**src/sv/ibpu_pkg.sv**
```systemverilog
// Shared constants, codes and types of the icon bitmap pixel unpacker.
// No dependencies; every other file of the block imports this package.
`default_nettype none

package ibpu_pkg;

  // Default sizes, handed to the top-level parameters
  localparam int MAX_DIMENSION_DEF = 256;
  localparam int PALETTE_DEPTH_DEF = 256;

  // Field widths
  localparam int ACTION_W   = 2;
  localparam int INDEX_W    = 8;
  localparam int PAYLOAD_W  = 24;
  localparam int COLOR_W    = 24;
  localparam int POS_W      = 8;
  localparam int CFG_IDX_W  = 2;
  localparam int CFG_DATA_W = 9;
  localparam int FMT_W      = 3;
  localparam int DIM_W      = 9;

  // Item actions
  localparam logic [ACTION_W-1:0] ACT_PALETTE = 2'd0;
  localparam logic [ACTION_W-1:0] ACT_MASK    = 2'd1;
  localparam logic [ACTION_W-1:0] ACT_DATA    = 2'd2;

  // Configuration register indexes
  localparam logic [CFG_IDX_W-1:0] CFG_FORMAT = 2'd0;
  localparam logic [CFG_IDX_W-1:0] CFG_WIDTH  = 2'd1;
  localparam logic [CFG_IDX_W-1:0] CFG_HEIGHT = 2'd2;

  // Pixel formats; unlisted codes decode as 8 bpp
  localparam logic [FMT_W-1:0] FMT_1BPP  = 3'd0;
  localparam logic [FMT_W-1:0] FMT_2BPP  = 3'd1;
  localparam logic [FMT_W-1:0] FMT_4BPP  = 3'd2;
  localparam logic [FMT_W-1:0] FMT_8BPP  = 3'd3;
  localparam logic [FMT_W-1:0] FMT_24BPP = 3'd4;

  localparam logic [FMT_W-1:0] FMT_RESET = FMT_8BPP;
  localparam logic [DIM_W-1:0] DIM_RESET = 9'd32;

  localparam logic [COLOR_W-1:0] TRANSPARENT_COLOR = 24'hC6C6C6;

  typedef struct packed {
    logic [FMT_W-1:0] fmt;
    logic [DIM_W-1:0] width;   // already clamped to 1..MAX_DIMENSION
    logic [DIM_W-1:0] height;  // already clamped to 1..MAX_DIMENSION
  } cfg_t;

  // One decoded pixel, handed from the unpack stage to the output register
  typedef struct packed {
    logic [COLOR_W-1:0] color;     // used when use_pal is low
    logic               use_pal;   // take the color from the palette read data
    logic [POS_W-1:0]   column;
    logic [POS_W-1:0]   row;
    logic               run_last;
    logic               image_last;
    logic               mask_underrun;
  } pix_t;

endpackage

`default_nettype wire

```
**src/sv/ibpu_cfg.sv**
```systemverilog
// Configuration registers: pixel format and clamped image dimensions.
// Depends on ibpu_pkg.
`default_nettype none

module ibpu_cfg #(
  parameter int MAX_DIMENSION = ibpu_pkg::MAX_DIMENSION_DEF
) (
  input  logic                             clk_i,
  input  logic                             rst_ni,
  input  logic                             cfg_we_i,
  input  logic [ibpu_pkg::CFG_IDX_W-1:0]  cfg_index_i,
  input  logic [ibpu_pkg::CFG_DATA_W-1:0] cfg_data_i,
  output ibpu_pkg::cfg_t                   cfg_o
);
  import ibpu_pkg::*;

  localparam logic [DIM_W-1:0] DimMax = DIM_W'(MAX_DIMENSION);
  localparam logic [DIM_W-1:0] DimRst = (DIM_RESET > DimMax) ? DimMax : DIM_RESET;

  // zero reads as one, anything past the maximum saturates
  function automatic logic [DIM_W-1:0] clamp_dim(input logic [DIM_W-1:0] v);
    logic [DIM_W-1:0] r;
    r = v;
    if (v == '0) r = DIM_W'(1);
    else if (v > DimMax) r = DimMax;
    return r;
  endfunction

  logic [FMT_W-1:0] fmt_q;
  logic [DIM_W-1:0] width_q, height_q;

  always_ff @(posedge clk_i or negedge rst_ni) begin
    if (!rst_ni) begin
      fmt_q    <= FMT_RESET;
      width_q  <= DimRst;
      height_q <= DimRst;
    end else if (cfg_we_i) begin
      unique case (cfg_index_i)
        CFG_FORMAT: fmt_q    <= cfg_data_i[FMT_W-1:0];
        CFG_WIDTH:  width_q  <= clamp_dim(cfg_data_i);
        CFG_HEIGHT: height_q <= clamp_dim(cfg_data_i);
        default: ;
      endcase
    end
  end

  assign cfg_o.fmt    = fmt_q;
  assign cfg_o.width  = width_q;
  assign cfg_o.height = height_q;

endmodule

`default_nettype wire

```
**config.mk**
```make
export PLATFORM = sky130hd
export DESIGN_NAME = ibpu_cfg
export DESIGN_NICKNAME = d
export VERILOG_FILES = /design/src/sv/ibpu_pkg.sv /design/src/sv/ibpu_cfg.sv
export SDC_FILE = /design/constraint.sdc
export NUM_CORES = 1
export LEC_CHECK = 0
export BUFFER_PORTS_ARGS = -buffer_cell sky130_fd_sc_hd__buf_4
export CELL_PAD_IN_SITES_DETAIL_PLACEMENT = 1
export CELL_PAD_IN_SITES_GLOBAL_PLACEMENT = 2
export CORE_ASPECT_RATIO = 1.4
export CORE_MARGIN = 2
export CORE_UTILIZATION = 27
export DETAILED_ROUTE_END_ITERATION = 8
export HOLD_SLACK_MARGIN = 0.12
export PLACE_DENSITY = 0.76
export SYNTH_ARGS = -nofsm -noshare
export SYNTH_HDL_FRONTEND = slang
export SYNTH_SLANG_ARGS = --single-unit
```
**constraint.sdc**
```tcl
create_clock -name clk_i -period 0.8 [get_ports clk_i]
set_input_delay 0.16 -clock clk_i [delete_from_list [all_inputs] [get_ports clk_i]]
set_output_delay 0.16 -clock clk_i [all_outputs]
set_load 0.05 [all_outputs]
```
==> flow_metrics.tcl <==
set metrics [dict create \
    synthesis.area_um2 838 \
    seq_power_share 0.401 \
    startpoint_type "register" \
    worst-path-buf-inv 1 \
    cts.sinks 21 \
    netlist_instances 74 \
    final_hold_viol_count 0 \
    setup_slack_ps -327 \
    crit_arrival_ps 970 \
    viasPerCell 4.60 \
    synth_top_area_frac 0.507 \
    p_per_area_nw_per_um2 2330 \
    p_switching_mw 1.25 \
    finClkSkew_ps 0 \
    ctsHtreeMaxLevel 1 \
    avgRoutedWirePerCell_um 14.6 \
    drc_errors 0 \
    cts_buffers 3 \
    core-area_um2 2910 \
    yosys-top-cells-area "dfrtp_1 51%, dfstp_2 13%, nand2_1 7.2%" \
    min_path_cells 2 \
    io_buffers 34 \
    async_flop_share 1.00 \
    antenna_left 0 \
    fin_worst_hold_slack_ps 152 \
    cts_buffer_depth 2 \
    insertion_delay_ps 250 \
    r2r_slack_ps -50 \
    antenna_found_initial 0 \
    gp_congestion 0.734 \
    cts-root-buf "clkbuf_8" \
    synth.distinct_cells 15 \
    max_freq_mhz 887 \
    yosysWarnings 0 \
    grt_max_degree 22 \
    switching_share 0.367 \
    grt_use_met2 0.253 \
    status "finished with violations" \
    relSlewSlack 0.818 \
    die-area_um2 3570 \
    p_comb_frac 0.397 \
    rr_startpoint "height_q[6]" \
    rsz0062_at_grt "yes" \
    placementRows 23 \
    synthTopCellsByCount "17 x dfrtp_1, 16 x nand2_1, 10 x o21ai_0" \
    max_stage_delay_ps 560 \
    critPathMaxFanout 2 \
    grt_usage 0.143 \
    fin_util 0.502 \
    crit_type "register to output port" \
    finalSetupViolations 22 \
    diodes 0 \
    drv_slew 0 \
    die_h_um 69.9 \
    min_path_type "input port to register" \
    violations "negative setup slack" \
    layout-drive-gt1-share 0.583 \
    timing.rr.end "height_q[6]" \
    met3_usage 0.0214 \
    vias 754 \
    postLayoutCellArea_um2 1460 \
    synth_ff_type "dfrtp_1" \
    gr-usage-met1 0.165 \
    fin_crit_ps 1130 \
    syn_to_final_growth_pct 74.0 \
    critical_path_required_ps 640 \
    cts_tree "done" \
    peakVddDrop_uv 1160 \
    dpl_cell_area_um2 1200 \
    hp-start "cfg_data_i[0]" \
    slowest_stage "dfstp_2" \
    overflow 0 \
    grt_pass1_vias 823 \
    cp_cell_sequence "buf_8" \
    cts.reportedPaths.clkPinSlew_ps 80 \
    syn_nets 88 \
    drt_first_pass_iters 4 \
    synth.most_common_cell "dfrtp_1" \
    totalWireLength_mm 2.39 \
    synth_edf_count 0 \
    io_pins 35 \
    ys_seq_area_frac 0.633 \
    initial_utilization 0.288 \
    leakagePower_nw 0.684 \
    hold_end "fmt_q[0]" \
    fin_nets 142 \
    top_usage_layer "met2" \
    worstRegToRegCells 4 \
    post-route-period-util 1.41 \
    avgSynthCellArea_um2 11.3 \
    p_int_mw 2.15 \
    detailed_place_hpwl_mm 1.76 \
    drtIter0Drc 9 \
    endpoint_kind "output port" \
    p_clk_frac 0.202 \
    synth_top_area_cell "dfrtp_1" \
    die_x_um 51.1 \
    crit_family "flip-flops" \
    synth_seq_cells 21 \
    maxCapViolations 0 \
    grt_pass1_wl_mm 3.86 \
    max_slew.worst_pin.slew_ps 273 \
]
## cells in the final DEF (no fill, tap or decap), types with 3 or more instances in the layout
master    synthesis  final
buf_4             2     26
buf_6             0     21
nand2_1          16     14
dfrtp_1          17     14
o21ai_1           4     12
nand2b_1          7      7
dfstp_2           4      4
buf_8             0      4
mux2_4            0      3
clkbuf_8          0      3
dfrtp_2           0      3
## cell type report
cell class	instances	area, um2
fillers	335	1450
flip-flops and latches	21	534
repair buffers	52	502
multi-input cells	50	330
well taps	37	46.3
clock buffers	3	41.3
clock inverters	1	5.00
## flip-flops by register name, indices dropped and copies added, names as in the netlist
register	count
height_q	9
width_q	9
fmt_q	3
## timing repair
item / 4_1_cts / 5_1_grt
pin swaps: 1 / 2
hold buffers: 1 / 0
gates resized for setup: 29 / 8
buffers inserted: 3 / 6
setup endpoints to repair: 23 / 29
hold endpoints to repair: 21 / 0
## worst max-delay path by stage
stage	start	to	cells after the start
after floorplan	fmt_q[0]	fmt_q[0]	1
after global placement	cfg_index_i[0]	fmt_q[2]	3
after detailed placement	cfg_index_i[0]	height_q[0]	5
after CTS	height_q[5]	cfg_o[5]	1
after global routing	height_q[5]	cfg_o[5]	1
final	width_q[5]	cfg_o[14]	1
## power by group through the flow
stage	Sequential, mW	Clock (mW)	Combinational, mW
floorplan	1.88	0	0.190
global placement	1.34	0	1.12
detailed placement	1.35	0	1.14
CTS	1.37	0.699	1.29
global route	1.38	0.756	1.42
finish	1.36	0.687	1.35
## through the flow
| stage | power [mW] | instances | TNS (ps) | worst slack, ps |
|---|---|---|---|---|
| finish | 3.40 | 164 | -4360 | -327 |
| global route | 3.55 | 164 | -4940 | -348 |
| CTS | 3.36 | 158 | -4440 | -329 |
| detailed placement | 2.49 | 150 | -5310 | -307 |
| global placement | 2.46 | 150 | -4480 | -248 |
| floorplan | 2.07 | 74 | -1800 | -118 |
## per-layer routing
metal	wire length, um	part of all wire
met5	0	0
met4	36	0.015
met3	83	0.035
met1	941	0.39
met2	1330	0.56
## kinds of logic (layout without fill, tap and decap cells)
group / count (synthesis) / count (layout) / synth area share
buf+inv: 3 / 56 / 0.0224
simple gates: 28 / 28 / 0.170
compound gates: 17 / 17 / 0.107
mux: 5 / 5 / 0.0672
flops: 21 / 21 / 0.633
## worst reg2reg max path, delay by kind of cell, from the launching register on
| kind | cells | cell delay (ps) |
|---|---|---|
| compound gates | 1 | 50 |
| buf+inv | 2 | 260 |
| flops | 1 | 390 |
| simple gates | 1 | 50 |
Power figures use the tool's default switching activity.
