$ cat config.mk
export PLATFORM = sky130hd
export DESIGN_NAME = ibpu_out_reg_flat
export DESIGN_NICKNAME = d
export VERILOG_FILES = /design/src/sv/ibpu_pkg.sv /design/src/sv/ibpu_if.sv /design/src/sv/ibpu_out_reg.sv /design/src/flat_wrapper.sv
export SDC_FILE = /design/constraint.sdc
export NUM_CORES = 1
export LEC_CHECK = 0
export BUFFER_PORTS_ARGS = -buffer_cell sky130_fd_sc_hd__buf_2
export CORE_MARGIN = 2
export CORE_UTILIZATION = 38
export DETAILED_ROUTE_END_ITERATION = 8
export PLACE_DENSITY = 0.84
export SETUP_SLACK_MARGIN = 0.15
export SKIP_LAST_GASP = 1
export SYNTH_ARGS = -nofsm -noshare
export SYNTH_HDL_FRONTEND = slang
export SYNTH_SLANG_ARGS = --single-unit
$ cat constraint.sdc
create_clock -name clk_i -period 1.8 [get_ports clk_i]
set_input_delay 0.36 -clock clk_i [delete_from_list [all_inputs] [get_ports clk_i]]
set_output_delay 0.36 -clock clk_i [all_outputs]
set_load 0.05 [all_outputs]
$ cat src/sv/ibpu_pkg.sv
// Shared constants, codes and types of the icon bitmap pixel unpacker.
// No dependencies; every other file of the block imports this package.
`default_nettype none

package ibpu_pkg;

  // Default sizes, handed to the top-level parameters
  localparam int MAX_DIMENSION_DEF = 256;
  localparam int PALETTE_DEPTH_DEF = 256;

  // Field widths
  localparam int ACTION_W   = 2;
  localparam int INDEX_W    = 8;
  localparam int PAYLOAD_W  = 24;
  localparam int COLOR_W    = 24;
  localparam int POS_W      = 8;
  localparam int CFG_IDX_W  = 2;
  localparam int CFG_DATA_W = 9;
  localparam int FMT_W      = 3;
  localparam int DIM_W      = 9;

  // Item actions
  localparam logic [ACTION_W-1:0] ACT_PALETTE = 2'd0;
  localparam logic [ACTION_W-1:0] ACT_MASK    = 2'd1;
  localparam logic [ACTION_W-1:0] ACT_DATA    = 2'd2;

  // Configuration register indexes
  localparam logic [CFG_IDX_W-1:0] CFG_FORMAT = 2'd0;
  localparam logic [CFG_IDX_W-1:0] CFG_WIDTH  = 2'd1;
  localparam logic [CFG_IDX_W-1:0] CFG_HEIGHT = 2'd2;

  // Pixel formats; unlisted codes decode as 8 bpp
  localparam logic [FMT_W-1:0] FMT_1BPP  = 3'd0;
  localparam logic [FMT_W-1:0] FMT_2BPP  = 3'd1;
  localparam logic [FMT_W-1:0] FMT_4BPP  = 3'd2;
  localparam logic [FMT_W-1:0] FMT_8BPP  = 3'd3;
  localparam logic [FMT_W-1:0] FMT_24BPP = 3'd4;

  localparam logic [FMT_W-1:0] FMT_RESET = FMT_8BPP;
  localparam logic [DIM_W-1:0] DIM_RESET = 9'd32;

  localparam logic [COLOR_W-1:0] TRANSPARENT_COLOR = 24'hC6C6C6;

  typedef struct packed {
    logic [FMT_W-1:0] fmt;
    logic [DIM_W-1:0] width;   // already clamped to 1..MAX_DIMENSION
    logic [DIM_W-1:0] height;  // already clamped to 1..MAX_DIMENSION
  } cfg_t;

  // One decoded pixel, handed from the unpack stage to the output register
  typedef struct packed {
    logic [COLOR_W-1:0] color;     // used when use_pal is low
    logic               use_pal;   // take the color from the palette read data
    logic [POS_W-1:0]   column;
    logic [POS_W-1:0]   row;
    logic               run_last;
    logic               image_last;
    logic               mask_underrun;
  } pix_t;

endpackage

`default_nettype wire

$ cat src/sv/ibpu_if.sv
// Valid/ready channel interfaces of the icon bitmap pixel unpacker.
// Depends on ibpu_pkg for the field widths.
`default_nettype none


interface ibpu_out_if;
  import ibpu_pkg::*;

  logic               valid;
  logic               ready;
  logic [COLOR_W-1:0] pixel_color;
  logic [POS_W-1:0]   column;
  logic [POS_W-1:0]   row;
  logic               run_last;
  logic               image_last;
  logic               mask_underrun;

  modport source (output valid, output pixel_color, output column, output row,
                  output run_last, output image_last, output mask_underrun,
                  input ready);
  modport sink   (input valid, input pixel_color, input column, input row,
                  input run_last, input image_last, input mask_underrun,
                  output ready);
endinterface

`default_nettype wire

$ cat src/sv/ibpu_out_reg.sv
// Output register: holds one decoded pixel and picks palette or direct color.
// Depends on ibpu_pkg, ibpu_if.
`default_nettype none

module ibpu_out_reg (
  input  logic                          clk_i,
  input  logic                          rst_ni,
  input  logic                          pix_valid_i,
  input  ibpu_pkg::pix_t                pix_i,
  output logic                          pix_ready_o,
  input  logic [ibpu_pkg::COLOR_W-1:0]  pal_rdata_i,
  ibpu_out_if.source                    out_o
);
  import ibpu_pkg::*;

  logic valid_q;
  pix_t pix_q;

  assign pix_ready_o = !valid_q || out_o.ready;

  always_ff @(posedge clk_i or negedge rst_ni) begin
    if (!rst_ni) begin
      valid_q <= 1'b0;
    end else if (pix_ready_o) begin
      valid_q <= pix_valid_i;
    end
  end

  always_ff @(posedge clk_i) begin
    if (pix_ready_o && pix_valid_i) begin
      pix_q <= pix_i;
    end
  end

  assign out_o.valid         = valid_q;
  assign out_o.pixel_color   = pix_q.use_pal ? pal_rdata_i : pix_q.color;
  assign out_o.column        = pix_q.column;
  assign out_o.row           = pix_q.row;
  assign out_o.run_last      = pix_q.run_last;
  assign out_o.image_last    = pix_q.image_last;
  assign out_o.mask_underrun = pix_q.mask_underrun;

endmodule

`default_nettype wire

$ cat src/flat_wrapper.sv
// flat-port wrapper written by rule: the top's interface ports become plain ports
module ibpu_out_reg_flat import ibpu_pkg::*;
  (clk_i, rst_ni, pix_valid_i, pix_i, pix_ready_o, pal_rdata_i, out_o_valid, out_o_pixel_color, out_o_column, out_o_row, out_o_run_last, out_o_image_last, out_o_mask_underrun, out_o_ready);
  ibpu_out_if out_o_i ();
  input  logic clk_i;
  input  logic rst_ni;
  input  logic pix_valid_i;
  input  ibpu_pkg::pix_t pix_i;
  output logic pix_ready_o;
  input  logic [ibpu_pkg::COLOR_W-1:0] pal_rdata_i;
  output wire logic [$bits(out_o_i.valid)-1:0] out_o_valid;
  output wire logic [$bits(out_o_i.pixel_color)-1:0] out_o_pixel_color;
  output wire logic [$bits(out_o_i.column)-1:0] out_o_column;
  output wire logic [$bits(out_o_i.row)-1:0] out_o_row;
  output wire logic [$bits(out_o_i.run_last)-1:0] out_o_run_last;
  output wire logic [$bits(out_o_i.image_last)-1:0] out_o_image_last;
  output wire logic [$bits(out_o_i.mask_underrun)-1:0] out_o_mask_underrun;
  input wire logic [$bits(out_o_i.ready)-1:0] out_o_ready;
  assign out_o_valid = out_o_i.valid;
  assign out_o_pixel_color = out_o_i.pixel_color;
  assign out_o_column = out_o_i.column;
  assign out_o_row = out_o_i.row;
  assign out_o_run_last = out_o_i.run_last;
  assign out_o_image_last = out_o_i.image_last;
  assign out_o_mask_underrun = out_o_i.mask_underrun;
  assign out_o_i.ready = out_o_ready;
  ibpu_out_reg u_core (.clk_i(clk_i), .rst_ni(rst_ni), .pix_valid_i(pix_valid_i), .pix_i(pix_i), .pix_ready_o(pix_ready_o), .pal_rdata_i(pal_rdata_i), .out_o(out_o_i));
endmodule
==> PnR_summary.wiki <==
{| class="wikitable"
! Metric !! Value
|-
| Async set-or-reset flop fraction in the synthesized netlist || 2.22%
|-
| Drt drc || 0
|-
| List of cells traversed by the critical path || buf_12 > clkbuf_16 > mux2_4 > buf_6
|-
| Pre-antenna DRT Iters || 4
|-
| Syn Area/Cell || 20.7 um2
|-
| Setup repair after global routing missed its margin || yes
|-
| CTS Root Buffer Type || sky130_fd_sc_hd__clkbuf_8
|-
| Met1 wire length || 1410 um
|-
| Top delay family on crit path || buffers and inverters
|-
| Drt wl/cell || 15.1 um
|-
| Final setup viols || 20
|-
| Cell Area, Synth || 0.00188 mm2
|-
| Die span in y || 74.4 um
|-
| Number of nets in the synthesized netlist || 163
|-
| Relative slew margins || 80.4%
|-
| Final critical-path required period || 1.84 ns
|-
| Top cell type's share of synthesized area || 70.2%
|-
| Sequential cell area fraction in the yosys report || 71.5%
|-
| Clock Sink Count || 45
|-
| P per Cell Area || 878 mW/mm2
|-
| Sum of buffers and inverters on the critical path || 3
|-
| Transition time of the tightest slew-check pin || 0.294 ns
|-
| Overall power of the completed layout || 2410 uW
|-
| DIE WIDTH || 74.4 um
|-
| Total detailed-routing wirelength || 4110 um
|-
| Max Fanout on Critical Path || 6
|-
| Most used standard cell by instance count after synthesis || sky130_fd_sc_hd__edfxtp_1
|-
| Final core occ || 57.7%
|-
| Biggest area contributors in the synthesized netlist || sky130_fd_sc_hd__edfxtp_1 (70%), sky130_fd_sc_hd__mux2_4 (16%), sky130_fd_sc_hd__buf_4 (6.4%), sky130_fd_sc_hd__mux2_2 (2.4%), sky130_fd_sc_hd__buf_12 (2.1%)
|-
| Leak pwr || 0.00124 uW
|-
| RR Startpoint || u_core.out_o.valid$_DFFE_PN0P_
|-
| CTS clk-pin slew, worst paths || 0.08 ns
|-
| Vias per cell || 4.29
|-
| Synthesized instance count || 91
|-
| Required time at the endpoint of the critical path || 1.44 ns
|-
| Initial antenna violation count || 1
|-
| First-pass GRT wire length || 5070 um
|-
| Yosys top cell by area || sky130_fd_sc_hd__edfxtp_1
|-
| Number of different library cells in the post-synthesis netlist || 9
|-
| Final setup slack of the worst path || -0.0365 ns
|-
| Start point of the critical path || u_core.pix_q[19]$_DFFE_PP_
|-
| Final Slew Violations || 0
|-
| Startpoint of the worst hold path || pix_i[25]
|-
| Slowest stage cell on the critical path || sky130_fd_sc_hd__edfxtp_1
|-
| CTS tree || built
|-
| Type of the tightest min-delay check || input port to flop
|-
| Wire length on met3 || 462 um
|-
| Most used standard cells in the synthesized netlist || sky130_fd_sc_hd__edfxtp_1 (44), sky130_fd_sc_hd__mux2_4 (20), sky130_fd_sc_hd__buf_4 (16)
|-
| Type of the worst setup path || flop to output pin
|-
| Endpoint arrival time on the critical path || 1.48 ns
|-
| Core footprint || 0.00475 mm2
|-
| Proportion of layout cells with a drive suffix above 1 || 76.0%
|-
| Kind of end point of the critical path || output pin
|-
| CTS max path bufs || 2
|-
| Iteration-0 DRC count of the detailed router || 56
|-
| Remaining global-route overflow || 0
|-
| Starting density of the core || 39.6%
|-
| Pin count of the biggest net entering global routing || 25
|-
| Remaining antenna violation count after routing || 0
|-
| Startpoint class of the critical path || flop
|-
| Violated checks || negative setup slack
|-
| R2R Setup Slk || 0.55 ns
|-
| H-tree levels || 2
|-
| Overall global routing resource usage || 12.7%
|-
| Final layout net count || 275
|-
| Placer Congestion || 0.648
|-
| Part of the cycle the worst path needs || 102%
|-
| Top Layer Used || met4
|-
| Yosys synthesis warning count || 0
|-
| Peak Freq || 545 MHz
|-
| Post-detail-place hpwl || 2820 um
|-
| Number of flops mapped to enable cells by yosys || 44
|-
| Hold_ws || 0.241 ns
|-
| DR WL met2 || 2210 um
|-
| Vias in the first global route || 1101
|-
| Number of vias after detailed routing || 1170
|-
| Top FF cell, synth || sky130_fd_sc_hd__edfxtp_1
|-
| I/O pin cnt || 117
|-
| Source-to-sink clock delay at the later pin of the worst-skew pair || 0.29 ns
|-
| Synthesized flop and latch total || 45
|-
| Clock tree skew after final layout || 0.00302 ns
|-
| Highest cell delay on the worst timing path || 0.42 ns
|-
| Endpoints failing hold || 0
|-
| TritonCTS buffer count || 5
|-
| Relative area change from synthesis to final layout || 45.7%
|-
| Run status || finished, violations left
|-
| Count of input and output buffers || 116
|-
| Die area || 0.00553 mm2
|-
| Max-cap viol count || 0
|-
| Rows || 25
|-
| Max rail drop VDD || 397 uV
|}
metrics by stage:
step                setup TNS (ns)  cells  instance area [um2]  setup slack, ns
floorplan                        0     91                 1890            0.150
global placement                 0    258                 2420            0.319
detailed placement               0    258                 2420            0.308
CTS                        -0.0784    267                 2560          -0.0219
global route                 -1.29    271                 2740          -0.0733
finish                      -0.424    273                 2740          -0.0365
cell families after synthesis:
logic type	Yosys count	share of synthesized area, %
AND/OR/NAND/NOR	3	0.997
flip-flops	45	71.5
multiplexers	24	18.4
buffers and inverters	19	9.11
cell usage in the layout, fill, tap and decap left out, types with 2 or more instances in the layout:
cell	count
sky130_fd_sc_hd__mux2_2	4
sky130_fd_sc_hd__mux2_4	20
sky130_fd_sc_hd__diode_2	2
sky130_fd_sc_hd__buf_2	93
sky130_fd_sc_hd__buf_4	2
sky130_fd_sc_hd__clkbuf_16	2
sky130_fd_sc_hd__buf_12	2
sky130_fd_sc_hd__clkinv_1	2
sky130_fd_sc_hd__edfxtp_1	44
sky130_fd_sc_hd__buf_6	24
sky130_fd_sc_hd__clkbuf_8	5
worst paths after layout:
check	to	cells past startpoint
worst max-delay path	out_o_pixel_color[16]	4
worst min-delay path	u_core.pix_q[25]$_DFFE_PP_	1
worst max register to register	u_core.pix_q[19]$_DFFE_PP_	3
worst min register to register	u_core.out_o.valid$_DFFE_PN0P_	2
max in group asynchronous	u_core.out_o.valid$_DFFE_PN0P_	2
min in group asynchronous	u_core.out_o.valid$_DFFE_PN0P_	2
repair_timing:
| item | CTS | global route |
|---|---|---|
| setup buffers | 0 | 1 |
| resized for setup | 20 | 29 |
| endpoints found under the setup margin | 24 | 24 |
| hold endpoints to repair | 1 | 0 |
| gates cloned | 0 | 3 |
| hold buffers | 1 | 0 |
metal layers:
metal,global-route usage (%),vias to the layer above
met2,20.9,71
li1,-,549
met1,13.8,546
met5,0,-
met3,5.56,4
met4,6.55,0
area by class of cell:
cell class | count | area (um2)
antenna | 2 | 5.00
sequential | 45 | 1350
multi-input combinational | 27 | 374
timing repair buffer | 124 | 851
fill | 372 | 2010
clock inverter | 3 | 12.5
clock buffer | 5 | 68.8
tap | 67 | 83.8
sequential cells by signal, indices dropped and copies added, names as in the netlist:
| register | cells |
|---|---|
| u_core.out_o.image_last | 1 |
| u_core.out_o.run_last | 1 |
| u_core.out_o.row | 8 |
| u_core.pix_q | 25 |
| u_core.out_o.valid | 1 |
| u_core.out_o.mask_underrun | 1 |
| u_core.out_o.column | 8 |
where the power goes:
group          internal, uW  switching (uW)  total (uW)  leakage, uW
combinational           236             354         590     0.000764
clock                   262             318         580    0.0000430
sequential             1220            17.2        1240     0.000430
total                  1720             689        2410      0.00124
Note: power is estimated with default switching activity, not from simulation.
