## config.mk

```make
export PLATFORM = sky130hd
export DESIGN_NAME = ibpu_unpack_flat
export DESIGN_NICKNAME = d
export VERILOG_FILES = /design/src/sv/ibpu_pkg.sv /design/src/sv/ibpu_if.sv /design/src/sv/ibpu_unpack.sv /design/src/flat_wrapper.sv
export SDC_FILE = /design/constraint.sdc
export NUM_CORES = 1
export LEC_CHECK = 0
export BUFFER_PORTS_ARGS = -buffer_cell sky130_fd_sc_hd__buf_2
export CAP_MARGIN = 5
export CORE_MARGIN = 1.5
export CORE_UTILIZATION = 30
export DETAILED_ROUTE_END_ITERATION = 10
export GPL_TIMING_DRIVEN = 0
export SETUP_SLACK_MARGIN = 0.4
export SYNTH_ARGS = -nofsm -noshare
export SYNTH_HDL_FRONTEND = slang
export SYNTH_SLANG_ARGS = --single-unit
```

## constraint.sdc

```tcl
create_clock -name clk_i -period 4.45 [get_ports clk_i]
set_clock_uncertainty 0.2 [all_clocks]
set_input_delay 0.6675 -clock clk_i [delete_from_list [all_inputs] [get_ports clk_i]]
set_output_delay 0.6675 -clock clk_i [all_outputs]
set_load 0.01 [all_outputs]
```

## src/sv/ibpu_pkg.sv

```systemverilog
// Shared constants, codes and types of the icon bitmap pixel unpacker.
// No dependencies; every other file of the block imports this package.
`default_nettype none

package ibpu_pkg;

  // Default sizes, handed to the top-level parameters
  localparam int MAX_DIMENSION_DEF = 256;
  localparam int PALETTE_DEPTH_DEF = 256;

  // Field widths
  localparam int ACTION_W   = 2;
  localparam int INDEX_W    = 8;
  localparam int PAYLOAD_W  = 24;
  localparam int COLOR_W    = 24;
  localparam int POS_W      = 8;
  localparam int CFG_IDX_W  = 2;
  localparam int CFG_DATA_W = 9;
  localparam int FMT_W      = 3;
  localparam int DIM_W      = 9;

  // Item actions
  localparam logic [ACTION_W-1:0] ACT_PALETTE = 2'd0;
  localparam logic [ACTION_W-1:0] ACT_MASK    = 2'd1;
  localparam logic [ACTION_W-1:0] ACT_DATA    = 2'd2;

  // Configuration register indexes
  localparam logic [CFG_IDX_W-1:0] CFG_FORMAT = 2'd0;
  localparam logic [CFG_IDX_W-1:0] CFG_WIDTH  = 2'd1;
  localparam logic [CFG_IDX_W-1:0] CFG_HEIGHT = 2'd2;

  // Pixel formats; unlisted codes decode as 8 bpp
  localparam logic [FMT_W-1:0] FMT_1BPP  = 3'd0;
  localparam logic [FMT_W-1:0] FMT_2BPP  = 3'd1;
  localparam logic [FMT_W-1:0] FMT_4BPP  = 3'd2;
  localparam logic [FMT_W-1:0] FMT_8BPP  = 3'd3;
  localparam logic [FMT_W-1:0] FMT_24BPP = 3'd4;

  localparam logic [FMT_W-1:0] FMT_RESET = FMT_8BPP;
  localparam logic [DIM_W-1:0] DIM_RESET = 9'd32;

  localparam logic [COLOR_W-1:0] TRANSPARENT_COLOR = 24'hC6C6C6;

  typedef struct packed {
    logic [FMT_W-1:0] fmt;
    logic [DIM_W-1:0] width;   // already clamped to 1..MAX_DIMENSION
    logic [DIM_W-1:0] height;  // already clamped to 1..MAX_DIMENSION
  } cfg_t;

  // One decoded pixel, handed from the unpack stage to the output register
  typedef struct packed {
    logic [COLOR_W-1:0] color;     // used when use_pal is low
    logic               use_pal;   // take the color from the palette read data
    logic [POS_W-1:0]   column;
    logic [POS_W-1:0]   row;
    logic               run_last;
    logic               image_last;
    logic               mask_underrun;
  } pix_t;

endpackage

`default_nettype wire

```

## src/sv/ibpu_if.sv

```systemverilog
// Valid/ready channel interfaces of the icon bitmap pixel unpacker.
// Depends on ibpu_pkg for the field widths.
`default_nettype none

interface ibpu_in_if;
  import ibpu_pkg::*;

  logic                 valid;
  logic                 ready;
  logic [ACTION_W-1:0]  action;
  logic [INDEX_W-1:0]   palette_index;
  logic [PAYLOAD_W-1:0] payload;

  modport source (output valid, output action, output palette_index, output payload,
                  input ready);
  modport sink   (input valid, input action, input palette_index, input payload,
                  output ready);
endinterface


`default_nettype wire

```

## src/sv/ibpu_unpack.sv

```systemverilog
// Unpack stage: input item register, pixel field extraction, mask bits and
// row/column counters; issues palette writes and reads. Depends on ibpu_pkg, ibpu_if.
`default_nettype none

module ibpu_unpack #(
  parameter  int PALETTE_DEPTH = ibpu_pkg::PALETTE_DEPTH_DEF,
  localparam int PalAw         = $clog2(PALETTE_DEPTH)
) (
  input  logic                          clk_i,
  input  logic                          rst_ni,
  input  ibpu_pkg::cfg_t                cfg_i,
  ibpu_in_if.sink                       in_i,
  input  logic                          pix_ready_i,
  output logic                          pix_valid_o,
  output ibpu_pkg::pix_t                pix_o,
  output logic                          pal_we_o,
  output logic [PalAw-1:0]              pal_waddr_o,
  output logic [ibpu_pkg::COLOR_W-1:0]  pal_wdata_o,
  output logic                          pal_re_o,
  output logic [PalAw-1:0]              pal_raddr_o
);
  import ibpu_pkg::*;

  localparam logic [DIM_W-1:0] PalDepth = DIM_W'(PALETTE_DEPTH);

  // held item
  logic                 a_valid_q, a_valid_d;
  logic [ACTION_W-1:0]  a_action_q;
  logic [INDEX_W-1:0]   a_index_q;
  logic [PAYLOAD_W-1:0] a_pay_q;
  logic [2:0]           k_q;

  // image state
  logic [POS_W-1:0] col_q, col_d;
  logic [DIM_W-1:0] row_q, row_d;
  logic [7:0]       mask_bits_q, mask_bits_d;
  logic [3:0]       mask_pos_q, mask_pos_d;
  logic             image_done_q, image_done_d;

  logic             is_data, live, emit, done, in_fire;
  logic             direct, clear, under, end_row, last, in_range;
  logic [2:0]       count_m1;
  logic [7:0]       e, sh;
  logic [DIM_W-1:0] col_next, row_next, row_dist;

  assign is_data = a_valid_q && (a_action_q == ACT_DATA);
  assign live    = is_data && !image_done_q && (row_q < cfg_i.height);
  assign emit    = live && pix_ready_i;

  // field of the current pixel sits at the top of the shifted data byte
  always_comb begin
    direct   = 1'b0;
    count_m1 = 3'd0;
    e        = a_pay_q[7:0];
    sh       = a_pay_q[7:0];
    unique case (cfg_i.fmt)
      FMT_1BPP: begin
        count_m1 = 3'd7;
        e        = {7'd0, a_pay_q[7]};
        sh       = {a_pay_q[6:0], 1'b0};
      end
      FMT_2BPP: begin
        count_m1 = 3'd3;
        e        = {6'd0, a_pay_q[7:6]};
        sh       = {a_pay_q[5:0], 2'b0};
      end
      FMT_4BPP: begin
        count_m1 = 3'd1;
        e        = {4'd0, a_pay_q[7:4]};
        sh       = {a_pay_q[3:0], 4'b0};
      end
      FMT_24BPP: begin
        direct = 1'b1;
      end
      default: ;
    endcase
  end

  assign col_next = {1'b0, col_q} + DIM_W'(1);
  assign row_next = row_q + DIM_W'(1);
  assign row_dist = cfg_i.height - row_q - DIM_W'(1);
  assign end_row  = col_next >= cfg_i.width;
  assign last     = end_row || (k_q == count_m1);
  assign clear    = (mask_pos_q != 4'd0) && mask_bits_q[7];
  assign under    = (mask_pos_q == 4'd0);
  assign in_range = {1'b0, e} < PalDepth;

  assign pix_o.color         = clear  ? TRANSPARENT_COLOR :
                               direct ? a_pay_q : '0;
  assign pix_o.use_pal       = !clear && !direct && in_range;
  assign pix_o.column        = col_q;
  assign pix_o.row           = row_dist[POS_W-1:0];
  assign pix_o.run_last      = last;
  assign pix_o.image_last    = end_row && (row_next >= cfg_i.height);
  assign pix_o.mask_underrun = under;
  assign pix_valid_o         = emit;

  // non-data items and dropped data items leave without waiting on the pixel ready
  assign done      = a_valid_q && (!is_data || !live || (emit && last));
  assign in_i.ready = !a_valid_q || done;
  assign in_fire   = in_i.valid && in_i.ready;
  assign a_valid_d = in_fire ? 1'b1 : (done ? 1'b0 : a_valid_q);

  assign pal_we_o    = a_valid_q && (a_action_q == ACT_PALETTE) &&
                       ({1'b0, a_index_q} < PalDepth);
  assign pal_waddr_o = a_index_q[PalAw-1:0];
  assign pal_wdata_o = a_pay_q;
  assign pal_re_o    = emit && pix_o.use_pal;
  assign pal_raddr_o = e[PalAw-1:0];

  always_comb begin
    col_d        = col_q;
    row_d        = row_q;
    mask_bits_d  = mask_bits_q;
    mask_pos_d   = mask_pos_q;
    image_done_d = image_done_q;
    if (emit) begin
      if (end_row) begin
        col_d        = '0;
        row_d        = row_next;
        mask_bits_d  = '0;
        mask_pos_d   = '0;
        image_done_d = row_next >= cfg_i.height;
      end else begin
        col_d = col_next[POS_W-1:0];
        if (!under) begin
          mask_bits_d = {mask_bits_q[6:0], 1'b0};
          mask_pos_d  = mask_pos_q - 4'd1;
        end
      end
    end else if (is_data && !image_done_q && !(row_q < cfg_i.height)) begin
      // height already reached: this item closes the image silently
      image_done_d = 1'b1;
    end else if (a_valid_q && (a_action_q == ACT_MASK)) begin
      mask_bits_d = a_pay_q[7:0];
      mask_pos_d  = 4'd8;
    end
  end

  always_ff @(posedge clk_i or negedge rst_ni) begin
    if (!rst_ni) begin
      a_valid_q    <= 1'b0;
      col_q        <= '0;
      row_q        <= '0;
      mask_bits_q  <= '0;
      mask_pos_q   <= '0;
      image_done_q <= 1'b0;
    end else begin
      a_valid_q    <= a_valid_d;
      col_q        <= col_d;
      row_q        <= row_d;
      mask_bits_q  <= mask_bits_d;
      mask_pos_q   <= mask_pos_d;
      image_done_q <= image_done_d;
    end
  end

  always_ff @(posedge clk_i) begin
    if (in_fire) begin
      a_action_q <= in_i.action;
      a_index_q  <= in_i.palette_index;
      a_pay_q    <= in_i.payload;
      k_q        <= '0;
    end else if (emit) begin
      a_pay_q[7:0] <= sh;
      k_q          <= k_q + 3'd1;
    end
  end

`ifndef NO_ASSERTIONS
  a_mask_pos_range: assert property (@(posedge clk_i) disable iff (!rst_ni)
    mask_pos_q <= 4'd8)
    else $error("mask bit count above eight");

  a_row_end_clears: assert property (@(posedge clk_i) disable iff (!rst_ni)
    emit && end_row |=> (mask_pos_q == 4'd0) && (col_q == '0))
    else $error("row end did not clear column and mask");

  a_image_last_done: assert property (@(posedge clk_i) disable iff (!rst_ni)
    pix_valid_o && pix_o.image_last |=> image_done_q)
    else $error("final pixel did not close the image");

  a_data_leaves_on_last: assert property (@(posedge clk_i) disable iff (!rst_ni)
    live && in_i.ready |-> pix_valid_o && pix_o.run_last)
    else $error("data beat released before its last pixel");
`endif

endmodule

`default_nettype wire

```

## src/flat_wrapper.sv

```systemverilog
// flat-port wrapper written by rule: the top's interface ports become plain ports
module ibpu_unpack_flat import ibpu_pkg::*;
#(
  parameter  int PALETTE_DEPTH = ibpu_pkg::PALETTE_DEPTH_DEF,
  localparam int PalAw         = $clog2(PALETTE_DEPTH)
)
  (clk_i, rst_ni, cfg_i, pix_ready_i, pix_valid_o, pix_o, pal_we_o, pal_waddr_o, pal_wdata_o, pal_re_o, pal_raddr_o, in_i_valid, in_i_action, in_i_palette_index, in_i_payload, in_i_ready);
  ibpu_in_if in_i_i ();
  input  logic clk_i;
  input  logic rst_ni;
  input  ibpu_pkg::cfg_t cfg_i;
  input  logic pix_ready_i;
  output logic pix_valid_o;
  output ibpu_pkg::pix_t pix_o;
  output logic pal_we_o;
  output logic [PalAw-1:0] pal_waddr_o;
  output logic [ibpu_pkg::COLOR_W-1:0] pal_wdata_o;
  output logic pal_re_o;
  output logic [PalAw-1:0] pal_raddr_o;
  input wire logic [$bits(in_i_i.valid)-1:0] in_i_valid;
  input wire logic [$bits(in_i_i.action)-1:0] in_i_action;
  input wire logic [$bits(in_i_i.palette_index)-1:0] in_i_palette_index;
  input wire logic [$bits(in_i_i.payload)-1:0] in_i_payload;
  output wire logic [$bits(in_i_i.ready)-1:0] in_i_ready;
  assign in_i_i.valid = in_i_valid;
  assign in_i_i.action = in_i_action;
  assign in_i_i.palette_index = in_i_palette_index;
  assign in_i_i.payload = in_i_payload;
  assign in_i_ready = in_i_i.ready;
  ibpu_unpack #(.PALETTE_DEPTH(PALETTE_DEPTH)) u_core (.clk_i(clk_i), .rst_ni(rst_ni), .cfg_i(cfg_i), .in_i(in_i_i), .pix_ready_i(pix_ready_i), .pix_valid_o(pix_valid_o), .pix_o(pix_o), .pal_we_o(pal_we_o), .pal_waddr_o(pal_waddr_o), .pal_wdata_o(pal_wdata_o), .pal_re_o(pal_re_o), .pal_raddr_o(pal_raddr_o));
endmodule
```

==> results of run 1 <==
timing repair:
action | CTS | global route
gates resized for setup | 4 | 8
pin swaps | 2 | 0
setup endpoints to repair | 4 | 41
setup buffers | 2 | 1
routing by layer:
| metal | vias up | track usage (%) |
|---|---|---|
| met5 | - | 0 |
| met4 | 0 | 7.15 |
| met3 | 21 | 3.99 |
| met2 | 169 | 26.2 |
| met1 | 1916 | 20.0 |
| li1 | 1997 | - |
where the power goes:
part	leakage, nW	switching [mW]	internal, mW
sequential	0.733	0.110	0.779
combinational	1.83	0.472	0.404
clock	0.145	0.283	0.487
final timing paths:
| kind | start | endpoint | slack (ns) | depth (start not counted) |
|---|---|---|---|---|
| worst max-delay path | u_core.col_q[2]$_DFFE_PN0N_ | pix_o[1] | 0.54 | 12 |
| worst min-delay path | rst_ni | u_core.row_q[6]$_DFFE_PN0P_ | 0.19 | 1 |
| worst max register to register | u_core.col_q[2]$_DFFE_PN0N_ | u_core.row_q[1]$_DFFE_PN0P_ | 0.77 | 13 |
| worst min register to register | u_core.mask_pos_q[0]$_DFFE_PN0P_ | u_core.mask_pos_q[0]$_DFFE_PN0P_ | 0.31 | 1 |
| max in group asynchronous | rst_ni | u_core.col_q[0]$_DFFE_PN0N_ | 3.34 | 1 |
| min in group clk_i | in_i_palette_index[7] | u_core.pal_waddr_o[7]$_DFFE_PP_ | 0.30 | 1 |
cells in the mapped netlist (3+ instances only):
| library cell | count | area [sq um] |
|---|---|---|
| mux2_2 | 8 | 90.1 |
| or2_2 | 7 | 43.8 |
| nor2_1 | 41 | 154 |
| inv_1 | 34 | 128 |
| nand2b_1 | 7 | 43.8 |
| o211ai_1 | 4 | 30.0 |
| ha_1 | 38 | 475 |
| or3_1 | 4 | 25.0 |
| and2_1 | 14 | 87.6 |
| a21o_1 | 15 | 113 |
| nand4_1 | 3 | 18.8 |
| xnor2_1 | 21 | 184 |
| o221a_2 | 7 | 78.8 |
| a22o_1 | 4 | 35.0 |
| dfrtp_1 | 31 | 776 |
| nand3b_1 | 4 | 30.0 |
| clkbuf_1 | 13 | 48.8 |
| nand2_1 | 26 | 97.6 |
| nor2b_1 | 8 | 50.1 |
| nor3_1 | 15 | 75.1 |
| dfxtp_1 | 3 | 60.1 |
| nor3b_1 | 6 | 45.0 |
| a21oi_1 | 26 | 130 |
| nand3_1 | 12 | 60.1 |
| a211oi_1 | 3 | 22.5 |
| edfxtp_1 | 34 | 1020 |
| o22ai_1 | 5 | 31.3 |
| xor2_1 | 7 | 61.3 |
| buf_4 | 3 | 22.5 |
| buf_2 | 3 | 15.0 |
| o21ai_0 | 21 | 105 |
| nor4_1 | 4 | 25.0 |
layout by cell type, fill, tap and decap left out, types with 7 or more instances in the layout:
cell,synthesis,routed
a21o_1,15,15
a21oi_1,26,26
and2_1,14,14
buf_2,3,147
clkbuf_1,13,13
clkbuf_16,0,9
dfrtp_1,31,29
edfxtp_1,34,34
ha_1,38,37
inv_1,34,34
mux2_2,8,8
nand2_1,26,26
nand2b_1,7,7
nand3_1,12,11
nor2_1,41,41
nor2b_1,8,8
nor3_1,15,13
o21ai_0,21,21
o221a_2,7,7
or2_2,7,7
xnor2_1,21,21
xor2_1,7,7
layout make-up:
type	count	area (sq um)
Buffer	21	93.8
Clock buffer	9	225
Clock inverter	7	91.3
Fill cell	1430	8750
Inverter	37	141
Multi-Input combinational cell	343	2460
Sequential cell	68	1860
Tap cell	184	230
Timing Repair Buffer	147	743
cells by family (layout without fill, tap and decap cells):
| logic type | count (synthesis) | in the layout | synth area share, % |
|---|---|---|---|
| XOR/XNOR | 28 | 28 | 5.43 |
| adder cells (fa/ha/maj) | 39 | 39 | 11.0 |
| AND/OR/NAND/NOR | 162 | 162 | 18.7 |
| buffers and inverters | 58 | 221 | 5.16 |
| AO/OA/AOI/OAI | 104 | 104 | 16.0 |
| flip-flops | 68 | 68 | 41.1 |
| multiplexers | 10 | 10 | 2.52 |
stage by stage:
step	instances	utilization, %	worst slack [ns]
after floorplan	469	-	0.939
after global placement	797	37.5	0.329
after detailed placement	797	37.5	0.287
after CTS	815	39.8	0.394
after global routing	816	40.0	0.321
final	816	40.0	0.539
flip-flops by register name, indices dropped and copies added (netlist names), 2 cells and up:
name	count
u_core.mask_pos_q	4
u_core.row_q	9
u_core.pal_wdata_o	24
u_core.a_action_q	2
u_core.k_q	3
u_core.mask_bits_q	8
u_core.pal_waddr_o	8
u_core.col_q	8
worst max-delay path, cell delays in order, from the launching register on:
cell	delay, ns
dfrtp_1	0.47
nand2_1	0.08
nor2_1	0.27
nand3_1	0.14
xnor2_1	0.16
ha_1	0.31
nand4_1	0.15
nor3_1	0.38
or3_1	0.16
clkbuf_1	0.28
nor2_4	0.07
nor2_1	0.10
buf_2	0.14
==> impl_metrics.tcl, run 1 <==
set metrics [dict create \
    power_mw 2.54 \
    io_pins 147 \
    num_rows 44 \
    slew_violations 0 \
    hpwlAfterDp_um 9720 \
    cts_buffers 9 \
    rsz0062_at_grt "true" \
    outcome "finished, final reports clean" \
    wl_met2_um 5880 \
    fmax_mhz 256 \
    total_leakage_power_nw 2.71 \
    topRoutingLayerUsed "met4" \
    hold_viol 0 \
    via_per_inst 5.03 \
    synth-seq-cells 68 \
    syn-cell-area_sq_um 4510 \
    cp_max_fo 7 \
    cts_sinks 68 \
    diodes 0 \
    first_iter_violations 131 \
    yosysWarnings 0 \
    clock-root-buffer "clkbuf_16" \
    synth_edf_count 34 \
    clkTransAtPathRegs_ns 0.06 \
    cts_tree "yes" \
    whs_ns 0.188 \
    worst_pin_slew_ns 0.907 \
    placed_cell_area_sq_um 5460 \
    finalCritPeriodShare_pct 87.9 \
    die_x_um 126 \
    initial_core_util_pct 30.9 \
    crit_path_end_kind "output pin" \
    fin_area_sq_um 5840 \
    grt_pass1_wl_um 19900 \
    crit_arrival_ns 3.04 \
    min_path_type "in2async" \
    grt_overflow_total 0 \
    setup-tns-final_ns 0 \
    grt_max_degree 32 \
    cts_hold_buf 0 \
    crit_required_ns 3.58 \
    clkLatencyLatePin_ns 0.33 \
    fin_nets 725 \
    die_area_sq_um 15800 \
    htreeDepth 3 \
    start_kind "flip-flop" \
    synth_cells 469 \
    routed_wl_um 12700 \
    synth-main-ff-cell "edfxtp_1" \
    avgSynthCellArea_sq_um 9.62 \
    vias 4103 \
    wl_met1_um 5680 \
    maxSlewHeadroom_pct 39.0 \
    cap_violations 0 \
    postRouteAntennaNets 0 \
    wire_per_inst_um 15.6 \
    drc 0 \
    route.met3.wl_um 963 \
    crit_type "reg2out" \
    gr-usage-all-layers_pct 16.0 \
    setup_viol 0 \
    place.gp.congestion 0.870 \
    area_growth_pct 29.4 \
    vdd_drop_max_mv 0.219 \
    grt_pass1_vias 3979 \
    dr.pass1.iters 4 \
    post-route-min-period_ns 3.91 \
    antenna_found_initial 0 \
    power_density_nw_per_um2 434 \
    syn_nets 567 \
    core_sq_um 14600 \
    drive_above_1_share_pct 32.9 \
    synthDistinctLibCells 63 \
    die_h_um 126 \
    clockBufferDepth 2 \
    port_buffers 144 \
    synth-seq-area-share_pct 41.1 \
    async_reset_ff_share_pct 45.6 \
]
(Power assumes the default switching activity.)
==> run 2: changes to the inputs <==
Settings changed: GPL_TIMING_DRIVEN 0 to not set, PLACE_DENSITY set to 0.56.
Clock period 4.45 ns to 4.3 ns, I/O delays scaled along.
==> run 2 against run 1 <==
Effect of this change: non-clock buffer count fell by 8; count of clock-buffer cells in the layout rose by 1; routed wire length is 1.2% higher; sequential power grew 2.6%; die area unchanged; clock power up 11%; via count fell by 0.56%; critical path depth fell by 1; design area grew 0.43%; highest routed layer unchanged.
==> impl_metrics.tcl, run 2 (synthesized netlist as in run 1, its figures left out) <==
set metrics [dict create \
    crit_required_ns 3.45 \
    rsz0062_at_grt "false" \
    vias 4080 \
    largest_register_ffs 24 \
    fin_nets 717 \
    crit_path_top_delay_cell "or3_1" \
    grt_overflow_total 0 \
    finalCritPeriodShare_pct 86.5 \
    cts_hold_buf 0 \
    layout_setup_ws_ns 0.579 \
    cts_buffers 9 \
    hpwlAfterDp_um 9650 \
    initial_core_util_pct 30.9 \
    num_rows 44 \
    wire_per_inst_um 15.9 \
    hold_viol 0 \
    crit_arrival_ns 2.88 \
    layout_commonest_cell "buf_2" \
    dr.pass1.iters 4 \
    die_area_sq_um 15800 \
    crit_type "reg2out" \
    clockBufferDepth 2 \
    slew_violations 0 \
    port_buffers 146 \
    setup_viol 0 \
    drc 0 \
    crit_path_end_kind "output pin" \
    drive_above_1_share_pct 34.6 \
    routed_wl_um 12900 \
    area_growth_pct 30.0 \
    cap_violations 0 \
    min_path_type "in2async" \
    place.gp.congestion 0.859 \
    start_kind "flip-flop" \
    outcome "finished, final reports clean" \
    gr-usage-all-layers_pct 16.2 \
    cts_tree "yes" \
    first_iter_violations 248 \
    clock-root-buffer "clkbuf_16" \
    fmax_mhz 269 \
    antenna_found_initial 0 \
    setup-tns-final_ns 0 \
    fin_area_sq_um 5870 \
    clkLatencyLatePin_ns 0.33 \
    cts_sinks 68 \
    total_leakage_power_nw 2.75 \
    grt_pass1_vias 4012 \
    critPathMaxStageDelay_ns 0.49 \
    power_density_nw_per_um2 460 \
    grt_max_degree 34 \
    grt_pass1_wl_um 20400 \
    die_x_um 126 \
    worst_pin_slew_ns 0.748 \
    cp_max_fo 6 \
    final_cell_mix "buf_2 (146), nor2_1 (40), ha_1 (37), inv_1 (34), edfxtp_1 (34)" \
    whs_ns 0.179 \
    clkTransAtPathRegs_ns 0.06 \
    diodes 0 \
    postRouteAntennaNets 0 \
    placed_cell_area_sq_um 5470 \
    core_sq_um 14600 \
    vdd_drop_max_mv 0.264 \
    die_h_um 126 \
    maxSlewHeadroom_pct 50.2 \
    io_pins 147 \
    via_per_inst 5.05 \
    post-route-min-period_ns 3.72 \
    crit_chain "ha_2 > nand3_2 > or3_1 > nand2_1 > ha_1 > a211oi_2 > nor2_1 > or3_1 > nor2_2 > nor2_1 > buf_2" \
    htreeDepth 3 \
    place_ws_ns 0.434 \
]
-- run 2: worst paths after layout --
path                                                        from                          endpoint  slack, ns  depth (start not counted)
worst max-delay path                 u_core.col_q[0]$_DFFE_PN0N_                          pix_o[1]       0.58                         11
worst max register to register       u_core.col_q[0]$_DFFE_PN0N_       u_core.row_q[1]$_DFFE_PN0P_       0.69                         13
max in group asynchronous                                 rst_ni       u_core.col_q[0]$_DFFE_PN0N_       3.20                          1
worst min register to register  u_core.mask_pos_q[0]$_DFFE_PN0P_  u_core.mask_pos_q[0]$_DFFE_PN0P_       0.30                          1
min in group clk_i                              in_i_payload[20]  u_core.pal_wdata_o[20]$_DFFE_PP_       0.28                          1
worst min-delay path                                      rst_ni       u_core.row_q[7]$_DFFE_PN0P_       0.18                          1
-- run 2: area by class of cell --
| cell class | instances | area, sq um |
|---|---|---|
| clock buffer | 10 | 229 |
| timing repair buffer | 160 | 836 |
| tap | 184 | 230 |
| fill | 1443 | 8720 |
| clock inverter | 6 | 113 |
| multi-input combinational | 343 | 2460 |
| sequential | 68 | 1860 |
| inverter | 37 | 139 |
-- run 2: critical path: cells and delay by family (launching register included) --
kind / cells / cell delay (ns)
and+or+nand+nor: 7 / 1.38
DFF: 1 / 0.36
adders and majority gates: 2 / 0.47
buffers and inverters: 1 / 0.14
AOI/OAI and AO/OA: 1 / 0.18
-- run 2: routing by layer --
layer / routed length, um / part of all wire, % / track usage [%] / up-vias
li1: - / - / - / 1968
met1: 5890 / 46 / 21.2 / 1916
met2: 5810 / 45 / 26.0 / 174
met3: 926 / 7.2 / 3.87 / 22
met4: 250 / 1.9 / 6.62 / 0
met5: 0 / 0 / 0 / -
-- run 2: what timing repair did --
action | CTS | global route
resized for setup | 4 | 5
buffers inserted | 2 | 1
pin swaps | 1 | 1
setup endpoints to repair | 3 | 4
cloned | 0 | 0
-- run 2: stage by stage --
| stage | utilization (%) | std cells | total power, mW |
|---|---|---|---|
| floorplan | - | 469 | 1.49 |
| global placement | 37.5 | 789 | 1.82 |
| detailed placement | 37.5 | 789 | 1.84 |
| CTS | 40.0 | 807 | 2.73 |
| global route | 40.2 | 808 | 2.87 |
| finish | 40.2 | 808 | 2.70 |
-- run 2: where the power goes --
| part | internal, mW | switching [mW] | total [mW] |
|---|---|---|---|
| sequential | 0.805 | 0.108 | 0.913 |
| clock | 0.567 | 0.291 | 0.857 |
| combinational | 0.425 | 0.500 | 0.926 |
